<file path="src/sv/ptt_pkg.sv">
`timescale 1ns / 1ps
`default_nettype none

package ptt_pkg;

    // Lexer modes held between code units.
    typedef enum logic [2:0] {
        MODE_IDLE,
        MODE_ATOM,
        MODE_STR,
        MODE_ESC,
        MODE_AFTER_STR,
        MODE_AFTER_PLUS
    } ptt_mode_t;

    // Token kinds as they appear on the token_kind port.
    typedef enum logic [3:0] {
        K_OPEN   = 4'd0,
        K_CLOSE  = 4'd1,
        K_ACHAR  = 4'd2,
        K_AEND   = 4'd3,
        K_SBEGIN = 4'd4,
        K_SCHAR  = 4'd5,
        K_SEND   = 4'd6,
        K_END    = 4'd7,
        K_ERROR  = 4'd8
    } ptt_kind_t;

    localparam int unsigned MAX_EVENTS = 4;

    // Code units with a special meaning to the lexer.
    localparam logic [15:0] CU_TAB       = 16'h0009;
    localparam logic [15:0] CU_LF        = 16'h000A;
    localparam logic [15:0] CU_CR        = 16'h000D;
    localparam logic [15:0] CU_SPACE     = 16'h0020;
    localparam logic [15:0] CU_QUOTE     = 16'h0022;
    localparam logic [15:0] CU_OPEN      = 16'h0028;
    localparam logic [15:0] CU_CLOSE     = 16'h0029;
    localparam logic [15:0] CU_PLUS      = 16'h002B;
    localparam logic [15:0] CU_BSLASH    = 16'h005C;
    localparam logic [15:0] CU_LETTER_N  = 16'h006E;
    localparam logic [15:0] CU_LETTER_T  = 16'h0074;
    localparam logic [15:0] CU_ASCII_MAX = 16'h007F;
    localparam logic [15:0] CU_BOM       = 16'hFEFF;

    // One token event as it travels to the output port.
    typedef struct packed {
        ptt_kind_t   kind;
        logic [15:0] value;
        logic [15:0] err_line;
        logic [15:0] err_column;
        logic        last;
    } ptt_event_t;

    // All events caused by one code unit.
    typedef struct packed {
        logic [2:0]                       count;
        ptt_event_t [MAX_EVENTS-1:0]      ev;
    } ptt_batch_t;

endpackage

`default_nettype wire

</file>
<file path="src/sv/ptt_lexer.sv">
`timescale 1ns / 1ps
`default_nettype none

module ptt_lexer
    import ptt_pkg::*;
#(
    parameter int POSITION_BITS = 16
) (
    input  wire logic        clk,
    input  wire logic        rst_n,
    input  wire logic        in_fire,
    input  wire logic [15:0] code_unit,
    input  wire logic        end_of_text,
    output ptt_batch_t       batch
);

    localparam logic [POSITION_BITS-1:0] POS_ONE = {{(POSITION_BITS-1){1'b0}}, 1'b1};

    typedef struct packed {
        logic       emit;
        ptt_event_t ev;
        ptt_mode_t  mode;
        logic       mark;
    } ptt_start_t;

    ptt_mode_t                mode_reg, mode_next;
    logic                     sap_reg, sap_next;
    logic [POSITION_BITS-1:0] line_reg, line_next;
    logic [POSITION_BITS-1:0] col_reg, col_next;
    logic [POSITION_BITS-1:0] sline_reg, sline_next;
    logic [POSITION_BITS-1:0] scol_reg, scol_next;
    logic [15:0]              err_line;
    logic [15:0]              err_col;

    function automatic logic is_space(input logic [15:0] c);
        if (c <= CU_ASCII_MAX) begin
            return (c == CU_SPACE) || (c >= CU_TAB && c <= CU_CR);
        end
        return (c == 16'h0085) || (c == 16'h00A0) || (c == 16'h1680) ||
               (c >= 16'h2000 && c <= 16'h200A) || (c == 16'h2028) ||
               (c == 16'h2029) || (c == 16'h202F) || (c == 16'h205F) ||
               (c == 16'h3000);
    endfunction

    function automatic ptt_event_t mk_ev(input ptt_kind_t k, input logic [15:0] v);
        ptt_event_t e;
        e.kind       = k;
        e.value      = v;
        e.err_line   = 16'h0000;
        e.err_column = 16'h0000;
        e.last       = 1'b0;
        return e;
    endfunction

    function automatic ptt_start_t start_tok(input logic [15:0] c);
        ptt_start_t s;
        s.emit = 1'b0;
        s.ev   = mk_ev(K_OPEN, 16'h0000);
        s.mode = MODE_IDLE;
        s.mark = 1'b0;
        if (is_space(c) || c == CU_BOM) begin
            s.mode = MODE_IDLE;
        end else if (c == CU_OPEN) begin
            s.emit = 1'b1;
        end else if (c == CU_CLOSE) begin
            s.emit = 1'b1;
            s.ev   = mk_ev(K_CLOSE, 16'h0000);
        end else if (c == CU_QUOTE) begin
            s.emit = 1'b1;
            s.ev   = mk_ev(K_SBEGIN, 16'h0000);
            s.mode = MODE_STR;
            s.mark = 1'b1;
        end else begin
            s.emit = 1'b1;
            s.ev   = mk_ev(K_ACHAR, c);
            s.mode = MODE_ATOM;
        end
        return s;
    endfunction

    // Error positions are reported on 16 bits, saturating.
    generate
        if (POSITION_BITS > 16) begin : g_sat
            assign err_line = (|sline_reg[POSITION_BITS-1:16]) ? 16'hFFFF : sline_reg[15:0];
            assign err_col  = (|scol_reg[POSITION_BITS-1:16]) ? 16'hFFFF : scol_reg[15:0];
        end else begin : g_ext
            assign err_line = 16'(sline_reg);
            assign err_col  = 16'(scol_reg);
        end
    endgenerate

    always_comb
    begin
        ptt_event_t ev_v [MAX_EVENTS];
        logic [2:0] n_v;
        ptt_start_t st_v;
        logic       sp_v;
        logic       stop_v;
        logic       mark_v;

        for (int i = 0; i < MAX_EVENTS; i++) begin
            ev_v[i] = mk_ev(K_OPEN, 16'h0000);
        end
        n_v    = 3'd0;
        st_v   = start_tok(code_unit);
        sp_v   = is_space(code_unit);
        stop_v = sp_v || code_unit == CU_OPEN || code_unit == CU_CLOSE;
        mark_v = 1'b0;

        mode_next  = mode_reg;
        sap_next   = sap_reg;
        line_next  = line_reg;
        col_next   = col_reg;

        if (end_of_text) begin
            unique case (mode_reg)
                MODE_ATOM:
                begin
                    ev_v[0] = mk_ev(K_AEND, 16'h0000);
                    n_v     = 3'd1;
                end
                MODE_STR, MODE_ESC:
                begin
                    ev_v[0]            = mk_ev(K_ERROR, 16'h0000);
                    ev_v[0].err_line   = err_line;
                    ev_v[0].err_column = err_col;
                    n_v                = 3'd1;
                end
                MODE_AFTER_STR:
                begin
                    ev_v[0] = mk_ev(K_SEND, 16'h0000);
                    n_v     = 3'd1;
                end
                MODE_AFTER_PLUS:
                begin
                    ev_v[0] = mk_ev(K_SEND, 16'h0000);
                    ev_v[1] = mk_ev(K_ACHAR, CU_PLUS);
                    ev_v[2] = mk_ev(K_AEND, 16'h0000);
                    n_v     = 3'd3;
                end
                default:
                begin
                    n_v = 3'd0;
                end
            endcase
            ev_v[n_v[1:0]] = mk_ev(K_END, 16'h0000);
            n_v            = n_v + 3'd1;
            mode_next      = MODE_IDLE;
            sap_next       = 1'b0;
            line_next      = POS_ONE;
            col_next       = POS_ONE;
        end else begin
            unique case (mode_reg)
                MODE_ATOM:
                begin
                    if (stop_v) begin
                        ev_v[0] = mk_ev(K_AEND, 16'h0000);
                        n_v     = 3'd1;
                        if (st_v.emit) begin
                            ev_v[1] = st_v.ev;
                            n_v     = 3'd2;
                        end
                        mode_next = st_v.mode;
                        mark_v    = st_v.mark;
                    end else begin
                        ev_v[0]   = mk_ev(K_ACHAR, code_unit);
                        n_v       = 3'd1;
                        mode_next = MODE_ATOM;
                    end
                end
                MODE_STR:
                begin
                    if (code_unit == CU_QUOTE) begin
                        mode_next = MODE_AFTER_STR;
                    end else if (code_unit == CU_BSLASH) begin
                        mode_next = MODE_ESC;
                    end else begin
                        ev_v[0] = mk_ev(K_SCHAR, code_unit);
                        n_v     = 3'd1;
                    end
                end
                MODE_ESC:
                begin
                    n_v = 3'd1;
                    if (code_unit == CU_QUOTE || code_unit == CU_BSLASH) begin
                        ev_v[0] = mk_ev(K_SCHAR, code_unit);
                    end else if (code_unit == CU_LETTER_N) begin
                        ev_v[0] = mk_ev(K_SCHAR, CU_LF);
                    end else if (code_unit == CU_LETTER_T) begin
                        ev_v[0] = mk_ev(K_SCHAR, CU_TAB);
                    end else begin
                        // Unknown escape: the backslash is kept as a character.
                        ev_v[0] = mk_ev(K_SCHAR, CU_BSLASH);
                        ev_v[1] = mk_ev(K_SCHAR, code_unit);
                        n_v     = 3'd2;
                    end
                    mode_next = MODE_STR;
                end
                MODE_AFTER_STR:
                begin
                    if (sp_v) begin
                        mode_next = MODE_AFTER_STR;
                    end else if (code_unit == CU_PLUS) begin
                        mode_next = MODE_AFTER_PLUS;
                        sap_next  = 1'b0;
                    end else begin
                        ev_v[0] = mk_ev(K_SEND, 16'h0000);
                        n_v     = 3'd1;
                        if (st_v.emit) begin
                            ev_v[1] = st_v.ev;
                            n_v     = 3'd2;
                        end
                        mode_next = st_v.mode;
                        mark_v    = st_v.mark;
                    end
                end
                MODE_AFTER_PLUS:
                begin
                    if (sp_v) begin
                        sap_next = 1'b1;
                    end else if (code_unit == CU_QUOTE) begin
                        // The next string joins the previous one.
                        mode_next = MODE_STR;
                        sap_next  = 1'b0;
                    end else begin
                        ev_v[0] = mk_ev(K_SEND, 16'h0000);
                        ev_v[1] = mk_ev(K_ACHAR, CU_PLUS);
                        n_v     = 3'd2;
                        if (sap_reg || stop_v) begin
                            ev_v[2] = mk_ev(K_AEND, 16'h0000);
                            n_v     = 3'd3;
                            if (st_v.emit) begin
                                ev_v[3] = st_v.ev;
                                n_v     = 3'd4;
                            end
                            mode_next = st_v.mode;
                            mark_v    = st_v.mark;
                        end else begin
                            ev_v[2]   = mk_ev(K_ACHAR, code_unit);
                            n_v       = 3'd3;
                            mode_next = MODE_ATOM;
                        end
                        sap_next = 1'b0;
                    end
                end
                default:
                begin
                    if (st_v.emit) begin
                        ev_v[0] = st_v.ev;
                        n_v     = 3'd1;
                    end
                    mode_next = st_v.mode;
                    mark_v    = st_v.mark;
                end
            endcase

            if (code_unit == CU_LF) begin
                if (line_reg != '1) begin
                    line_next = line_reg + POS_ONE;
                end
                col_next = POS_ONE;
            end else if (col_reg != '1) begin
                col_next = col_reg + POS_ONE;
            end
        end

        sline_next = mark_v ? line_reg : sline_reg;
        scol_next  = mark_v ? col_reg : scol_reg;

        for (int i = 0; i < MAX_EVENTS; i++) begin
            ev_v[i].last = ({1'b0, 2'(i)} == n_v - 3'd1);
            batch.ev[i]  = ev_v[i];
        end
        batch.count = n_v;
    end

    always_ff @(posedge clk or negedge rst_n)
    begin
        if (!rst_n) begin
            mode_reg  <= MODE_IDLE;
            sap_reg   <= 1'b0;
            line_reg  <= POS_ONE;
            col_reg   <= POS_ONE;
            sline_reg <= '0;
            scol_reg  <= '0;
        end else if (in_fire) begin
            mode_reg  <= mode_next;
            sap_reg   <= sap_next;
            line_reg  <= line_next;
            col_reg   <= col_next;
            sline_reg <= sline_next;
            scol_reg  <= scol_next;
        end
    end

endmodule

`default_nettype wire

</file>
<file path="src/sv/ptt_outq.sv">
`timescale 1ns / 1ps
`default_nettype none

module ptt_outq
    import ptt_pkg::*;
(
    input  wire logic       clk,
    input  wire logic       rst_n,
    input  wire logic       load,
    input  wire ptt_batch_t batch,
    input  wire logic       pop,
    output logic            can_load,
    output logic            not_empty,
    output ptt_event_t      head
);

    ptt_event_t q_reg [MAX_EVENTS];
    logic [2:0] cnt_reg, cnt_next;

    // The queue may be reloaded once its last waiting event leaves in this cycle.
    assign not_empty = (cnt_reg != 3'd0);
    assign can_load  = (cnt_reg == 3'd0) || (cnt_reg == 3'd1 && pop);
    assign head      = q_reg[0];

    always_comb
    begin
        cnt_next = cnt_reg;
        if (load) begin
            cnt_next = batch.count;
        end else if (pop) begin
            cnt_next = cnt_reg - 3'd1;
        end
    end

    always_ff @(posedge clk or negedge rst_n)
    begin
        if (!rst_n) begin
            cnt_reg <= 3'd0;
        end else begin
            cnt_reg <= cnt_next;
        end
    end

    always_ff @(posedge clk)
    begin
        if (load) begin
            for (int i = 0; i < MAX_EVENTS; i++) begin
                q_reg[i] <= batch.ev[i];
            end
        end else if (pop) begin
            for (int i = 0; i < MAX_EVENTS - 1; i++) begin
                q_reg[i] <= q_reg[i+1];
            end
        end
    end

endmodule

`default_nettype wire

</file>
<file path="src/sv/paren_text_tokenizer.sv">
`timescale 1ns / 1ps
`default_nettype none

// Streaming lexer for parenthesized text, one UTF-16 code unit per request.
// Input channel: in_valid/in_ready carry code_unit and end_of_text. A request
// with end_of_text set carries no character and closes the text.
// Output channel: out_valid/out_ready carry one token event per request:
// token_kind, char_value, error_line, error_column and last_of_run, which
// marks the final event caused by one input request.
// Each input request yields zero to four events. The lexer state and the
// events for a request are computed in the cycle it is accepted; the events
// land in a four-entry output queue and the first one is visible in the next cycle.
// Throughput: one input request per cycle while out_ready stays high and each
// request yields at most one event; a request yielding k events holds the
// output port until all k have left, and the next request is accepted in the
// cycle its last event leaves.
// A request is accepted only while the queue is empty or its last event leaves,
// so one that yields no event (skipped whitespace) also waits behind queued events.
// When the receiver holds out_ready low the queue keeps its contents and
// in_ready stays low until it drains.
// Reset puts the lexer between tokens at line 1, column 1 and empties the
// output queue; it is ready for input on the first cycle after reset.
module paren_text_tokenizer
    import ptt_pkg::*;
#(
    parameter int POSITION_BITS = 16
) (
    input  wire logic        clk,
    input  wire logic        rst_n,
    input  wire logic        in_valid,
    output logic             in_ready,
    input  wire logic [15:0] code_unit,
    input  wire logic        end_of_text,
    output logic             out_valid,
    input  wire logic        out_ready,
    output logic [3:0]       token_kind,
    output logic [15:0]      char_value,
    output logic [15:0]      error_line,
    output logic [15:0]      error_column,
    output logic             last_of_run
);

    ptt_batch_t batch;
    ptt_event_t head;
    logic       in_fire;
    logic       pop;
    logic       can_load;
    logic       not_empty;

    assign in_ready = can_load;
    assign in_fire  = in_valid && can_load;
    assign pop      = not_empty && out_ready;

    ptt_lexer #(
        .POSITION_BITS(POSITION_BITS)
    ) u_lexer (
        .clk         (clk),
        .rst_n       (rst_n),
        .in_fire     (in_fire),
        .code_unit   (code_unit),
        .end_of_text (end_of_text),
        .batch       (batch)
    );

    ptt_outq u_outq (
        .clk       (clk),
        .rst_n     (rst_n),
        .load      (in_fire),
        .batch     (batch),
        .pop       (pop),
        .can_load  (can_load),
        .not_empty (not_empty),
        .head      (head)
    );

    // The head of the queue drives the output port directly from registers.
    assign out_valid    = not_empty;
    assign token_kind   = head.kind;
    assign char_value   = head.value;
    assign error_line   = head.err_line;
    assign error_column = head.err_column;
    assign last_of_run  = head.last;

endmodule

`default_nettype wire

</file>
<file path="config.mk">
export PLATFORM = sky130hd
export DESIGN_NAME = paren_text_tokenizer
export DESIGN_NICKNAME = d
export VERILOG_FILES = /design/src/sv/ptt_pkg.sv /design/src/sv/ptt_lexer.sv /design/src/sv/ptt_outq.sv /design/src/sv/paren_text_tokenizer.sv
export SDC_FILE = /design/constraint.sdc
export NUM_CORES = 1
export LEC_CHECK = 0
export BUFFER_PORTS_ARGS = -buffer_cell sky130_fd_sc_hd__buf_4
export CAP_MARGIN = 20
export CORE_MARGIN = 2
export CORE_UTILIZATION = 50
export CTS_BUF_LIST = sky130_fd_sc_hd__clkbuf_8 sky130_fd_sc_hd__clkbuf_16
export DETAILED_ROUTE_END_ITERATION = 16
export PLACE_DENSITY = 0.67
export SLEW_MARGIN = 20
export SYNTH_ARGS = -nofsm -noshare
export SYNTH_HDL_FRONTEND = slang
export SYNTH_SLANG_ARGS = --single-unit
export TNS_END_PERCENT = 1
</file>
<file path="constraint.sdc">
create_clock -name clk -period 3.3 [get_ports clk]
set_input_delay 0.33 -clock clk [delete_from_list [all_inputs] [get_ports clk]]
set_output_delay 0.33 -clock clk [all_outputs]
set_load 0.01 [all_outputs]
</file>
## Yosys cells after proc, flatten, opt, wreduce, memory -nomap -nowiden

Memories as Yosys holds them, arrays and structs flattened.
Cells that the tools add are included.
Widths: inputs -> output; s select.

| word-level totals | value |
|---|---|
| memory bits (writable) | 212 |
| bits in registers | 71 |
| logic and storage cells | 196 |
| input bits | 21 |
| memories | 1 |

| operators by class | value |
|---|---|
| $add $sub $neg | 5 |
| eq/ne operators | 33 |
| multiplexer cells | 99 |
| order comparisons | 7 |
| bitwise operators | 7 |
| reductions and logical operators | 37 |

Memories:

| name | words | width | read ports | clocked after memory_dff | wr ports | line | source |
|---|---|---|---|---|---|---|---|
| u_outq.q_reg | 4 | 53 | 4 | 0 | 4 | ptt_outq.sv:17 | `ptt_event_t q_reg [MAX_EVENTS];` |

Operators by type and width:

| cell | number |
|---|---|
| $mux 53 | 13 |
| $mux 212 | 2 |
| $mux 106 | 3 |
| $pmux 53 s5 | 1 |
| $mux 57 | 4 |
| $pmux 53 s4 | 1 |
| $mux 211 | 1 |
| $and 200x200->200 | 1 |
| $not 200->200 | 1 |
| $pmux 53 s3 | 1 |
| $mux 54 | 2 |
| $demux 53 s2 | 1 |
| $mux 105 | 1 |
| $mux 104 | 1 |
| $mux 52 | 2 |
| $mux 50 | 2 |
| $mux 16 | 6 |
| $eq 16x14->1 const B | 5 |
| $eq 16x6->1 const B | 5 |
| $mux 3 | 23 |
| $mux 55 | 1 |
| $eq 16x7->1 const B | 3 |
| $mux 40 | 1 |
| $add 16x1->16 const B | 2 |
| other kinds (42) | 105 |

## Depth between registers and ports, before layout

| logic depth | value |
|---|---|
| depth after elaboration | 24 |
| depth in mapped cells | 11 |
| depth with buffers taken out | 10 |

## Modules after synthesis

A second synthesis with hierarchy kept.

| second synthesis, totals | value |
|---|---|
| cell total of the unflattened synthesis | 1,115 |
| area total of the unflattened synthesis | 14,811.7 um2 |

Modules (own cells, without submodules):

| module | seq. area each (um2) | times used | cells an instance | area an instance (um2) |
|---|---|---|---|---|
| ptt_outq | 6,441.2 | 1 | 413 | 8,977.4 |
| ptt_lexer | 1,704.1 | 1 | 700 | 5,821.8 |
| paren_text_tokenizer | 0.0 | 1 | 2 | 12.5 |

## Worst setup path before layout

OpenSTA, ideal clock, no wires.

| timing | value |
|---|---|
| path type | input to register |
| from | input code_unit[0] |
| to | register u_lexer.scol_reg[10], in the netlist u_lexer.err_col[10] |
| stages on the path | 10 |
| arrival time | 2.563 ns |
| data required time | 3.173 ns |
| setup slack | 0.609 ns |
| cell sequence | clkbuf_1 or4_1 o211ai_1 or3_1 o31a_1 buf_6 o21ai_2 a2111oi_4 buf_6 mux2_1 |

| between the ends | value |
|---|---|
| word-level cells in the longest chain between the ends | 19 |
| elaborated cells on any way between the ends | 50 |

RTL lines:

| element | line | source |
|---|---|---|
| start, declared | paren_text_tokenizer.sv:32 | `input wire logic [15:0] code_unit,` |
| parallel branches: the longest is 16 deep, another holds $ge 16x14->1 | -- |  |
| $pmux 1 s4 * | ptt_lexer.sv:153 | `unique case (mode_reg)` |
| $mux 1 * | ptt_lexer.sv:115 | `if (end_of_text) begin` |
| $reduce_and 2->1 (no source line) * | -- |  |
| end signal, assigned | ptt_lexer.sv:292 | `scol_reg <= scol_next;` |
| end, declared | ptt_lexer.sv:31 | `logic [POSITION_BITS-1:0] scol_reg, scol_next;` |

Mark *: on every way between the ends. The select of a mux whose other input is x is not followed.
A chain may end at the register's enable or synchronous reset.

==> qor.yml <==
run_status:
  status: "finished, final reports clean"
clock_tree:
  cts_tree: "yes"
  cts_resized: 0
  clock_sinks: 184
  cts.path.max_buffers: 2
  clkLatencyLatePin_ns: 0.44
  cts-root-buf: "clkbuf_16"
  cts_setup_buffers: 0
  holdBufCountCts: 0
  htree_levels: 4
  clk_pin_slew_ns: 0.07
  cts_buffers: 17
cells_and_area:
  drive_above_1_share_pct: 18.9
  final_nets: 886
  regArea_um2: 5170
  area_delta_synth_final_pct: 12.4
  largest_reg_flops: 113
  nFillCells: 1566
  diodes: 0
  multi_input_area_um2: 3560
global_routing:
  grt_pass1_vias: 6686
  grt_max_degree: 72
  antenna_found_initial: 0
  grt_pass1_wl_mm: 36.7
  grt-ovfl-total: 0
  grt_use_total_pct: 23.7
logic_synthesis:
  synth_common_cells: "113 x edfxtp_1, 69 x dfrtp_1, 58 x nor2_1"
  ys_async_sr_fraction_pct: 38.6
  yosys_most_used_dff: "edfxtp_1"
  netlist.area_leader.share_pct: 36.2
  synth-edff-count: 113
  yosys.area.top_type: "edfxtp_1"
  seq_area_frac_synth_pct: 55.1
  ys_seq_elements: 184
  synth.most_common_cell: "edfxtp_1"
  synth_cell_types: 72
  syn_area_per_cell_um2: 11.3
  synth_area_um2: 9380
  yosys_warnings: 0
  synthTopCellsByArea: "edfxtp_1 36%, dfrtp_1 18%, buf_4 4.2%, a22o_1 3.6%, and2_1 3.6%"
  synth_cells: 831
  syn_nets: 857
timing:
  slew_headroom_pct: 40.3
  grt_setup_unrepaired: "no"
  setup_viol: 0
  setup_tns_ns: 0
  drv_slew: 0
  max_freq_ghz: 0.380
  skew_ns: 0.0116
  tightest_slew_ns: 0.895
  hold_viol_final: 0
  fin_crit_ns: 2.63
  timing.final.crit_share_pct: 79.8
  setup_slack_ns: 0.665
worst_setup_path:
  cp.arrival_ns: 2.82
  cp_slowest_cell: "dfrtp_1"
  cp-end-kind: "flop"
  critPathMaxStageDelay_ns: 0.42
  crit_chain: "inv_1, ha_1, nand2b_1, and2_1, and2_2, nor2_1, nand2_1, o221a_2"
  cp.required_ns: 3.49
  crit_type: "reg -> reg"
  critPathBufInv: 1
  cp_top_family: "simple AND/OR/NAND/NOR gates"
  path_max_fanout: 22
  critPathLaunchType: "flop"
placement:
  post-place-ws_ns: 0.303
  gp_congestion: 1.00
  dp_hpwl_mm: 15.6
  portBuffers: 75
route:
  routed_wl_mm: 22.9
  drc: 0
  via_per_inst: 6.05
  dr.pass1.iters: 5
  vias: 6693
  first_iter_violations: 630
  wl_per_cell_um: 20.7
  postRouteAntennaNets: 0
floorplanning:
  initial_core_util_pct: 50.5
  fp.dieArea_um2: 19900
  coreArea_um2: 18600
  die-height_um: 141
  num_rows: 50
  ios: 76
  die_x_um: 141
pwr:
  power.density_nw_per_um2: 693
  ir_drop_mv: 0.400
  power_leakage_uw: 0.00427
hold_path:
  hp-class: "in -> async"
job:
  drv_cap: 0
[per-stage QoR]
step | power, uW | instances | util [%] | instance area (um2) | hold WS [ns]
6_report | 7310 | 1107 | 56.7 | 10500 | 0.0167
5_1_grt | 7680 | 1107 | 56.7 | 10500 | 0.0944
4_1_cts | 7340 | 1107 | 56.7 | 10500 | 0.0516
3_5_place_dp | 5190 | 1075 | 53.4 | 9920 | 0.468
3_3_place_gp | 5130 | 1075 | 53.4 | 9920 | 0.458
2_1_floorplan | 4560 | 831 | - | 9380 | 0.0344
[final timing paths]
path / startpoint / to / slack (ns) / cells past startpoint
max in group asynchronous: rst_n / u_lexer.col_reg[5]$_DFFE_PN0P_ / 2.70 / 1
min in group clk: out_ready / u_outq.cnt_reg[2]$_DFFE_PN0P_ / 0.20 / 4
hold reg to reg: u_lexer.err_line[2]$_DFFE_PN0P_ / u_lexer.err_line[2]$_DFFE_PN0P_ / 0.48 / 1
setup reg to reg: u_outq.cnt_reg[0]$_DFFE_PN0P_ / u_outq.q_reg[0][86]$_DFFE_PP_ / 0.67 / 8
setup / recovery: u_outq.cnt_reg[0]$_DFFE_PN0P_ / u_outq.q_reg[0][86]$_DFFE_PP_ / 0.67 / 8
hold / removal: rst_n / u_lexer.err_line[10]$_DFFE_PN0P_ / 0.02 / 1
[kinds of logic (layout without fill, tap and decap cells)]
| logic type | after synthesis | count (layout) | share of synthesized area [%] |
|---|---|---|---|
| AND/OR/NAND/NOR | 300 | 300 | 17.7 |
| flip-flops | 184 | 184 | 55.1 |
| AO/OA/AOI/OAI | 181 | 181 | 13.9 |
| buffers and inverters | 110 | 152 | 6.95 |
| multiplexers | 34 | 34 | 4.08 |
| XOR/XNOR | 17 | 17 | 1.59 |
| adder cells (fa/ha/maj) | 5 | 5 | 0.667 |
[worst register-to-register path, delay by kind of cell (launching register included)]
family | cells | cell delay (ns)
and+or+nand+nor | 5 | 1.35
buffers and inverters | 1 | 0.11
DFF | 1 | 0.42
adders and majority gates | 1 | 0.18
AOI/OAI and AO/OA | 1 | 0.32
[final cells by class]
class	instances	share of cell area [%]
Clock buffer	17	4.04
Clock inverter	15	1.83
Inverter	12	0.427
Multi-Input combinational cell	537	33.8
Sequential cell	184	49.1
Tap cell	234	2.78
Timing Repair Buffer	108	8.05
[layer usage]
layer  up-vias  track usage [%]  part of all wire (%)
li1       3105                -                     -
met5         -                0                     0
met2       244             36.5                    45
met3        25             4.65                   6.9
met4         0             7.26                   1.5
met1      3319             34.4                    46
[cell usage in the layout (no fill, tap or decap), types with 10 or more instances in the layout]
| cell type | count |
|---|---|
| mux2_1 | 30 |
| nor2_1 | 58 |
| nor3_1 | 26 |
| o21ai_0 | 34 |
| xnor2_1 | 10 |
| dfrtp_1 | 69 |
| nand2_1 | 53 |
| or3_1 | 12 |
| edfxtp_1 | 113 |
| inv_1 | 13 |
| nand3_1 | 25 |
| nand4_1 | 13 |
| clkbuf_16 | 17 |
| and2_1 | 53 |
| a22o_1 | 39 |
| a21oi_1 | 34 |
| buf_4 | 105 |
[power by group]
part / switching (uW) / internal, uW
sequential: 217 / 3040
combinational: 1140 / 764
clock: 937 / 1210
(Power assumes the default switching activity.)
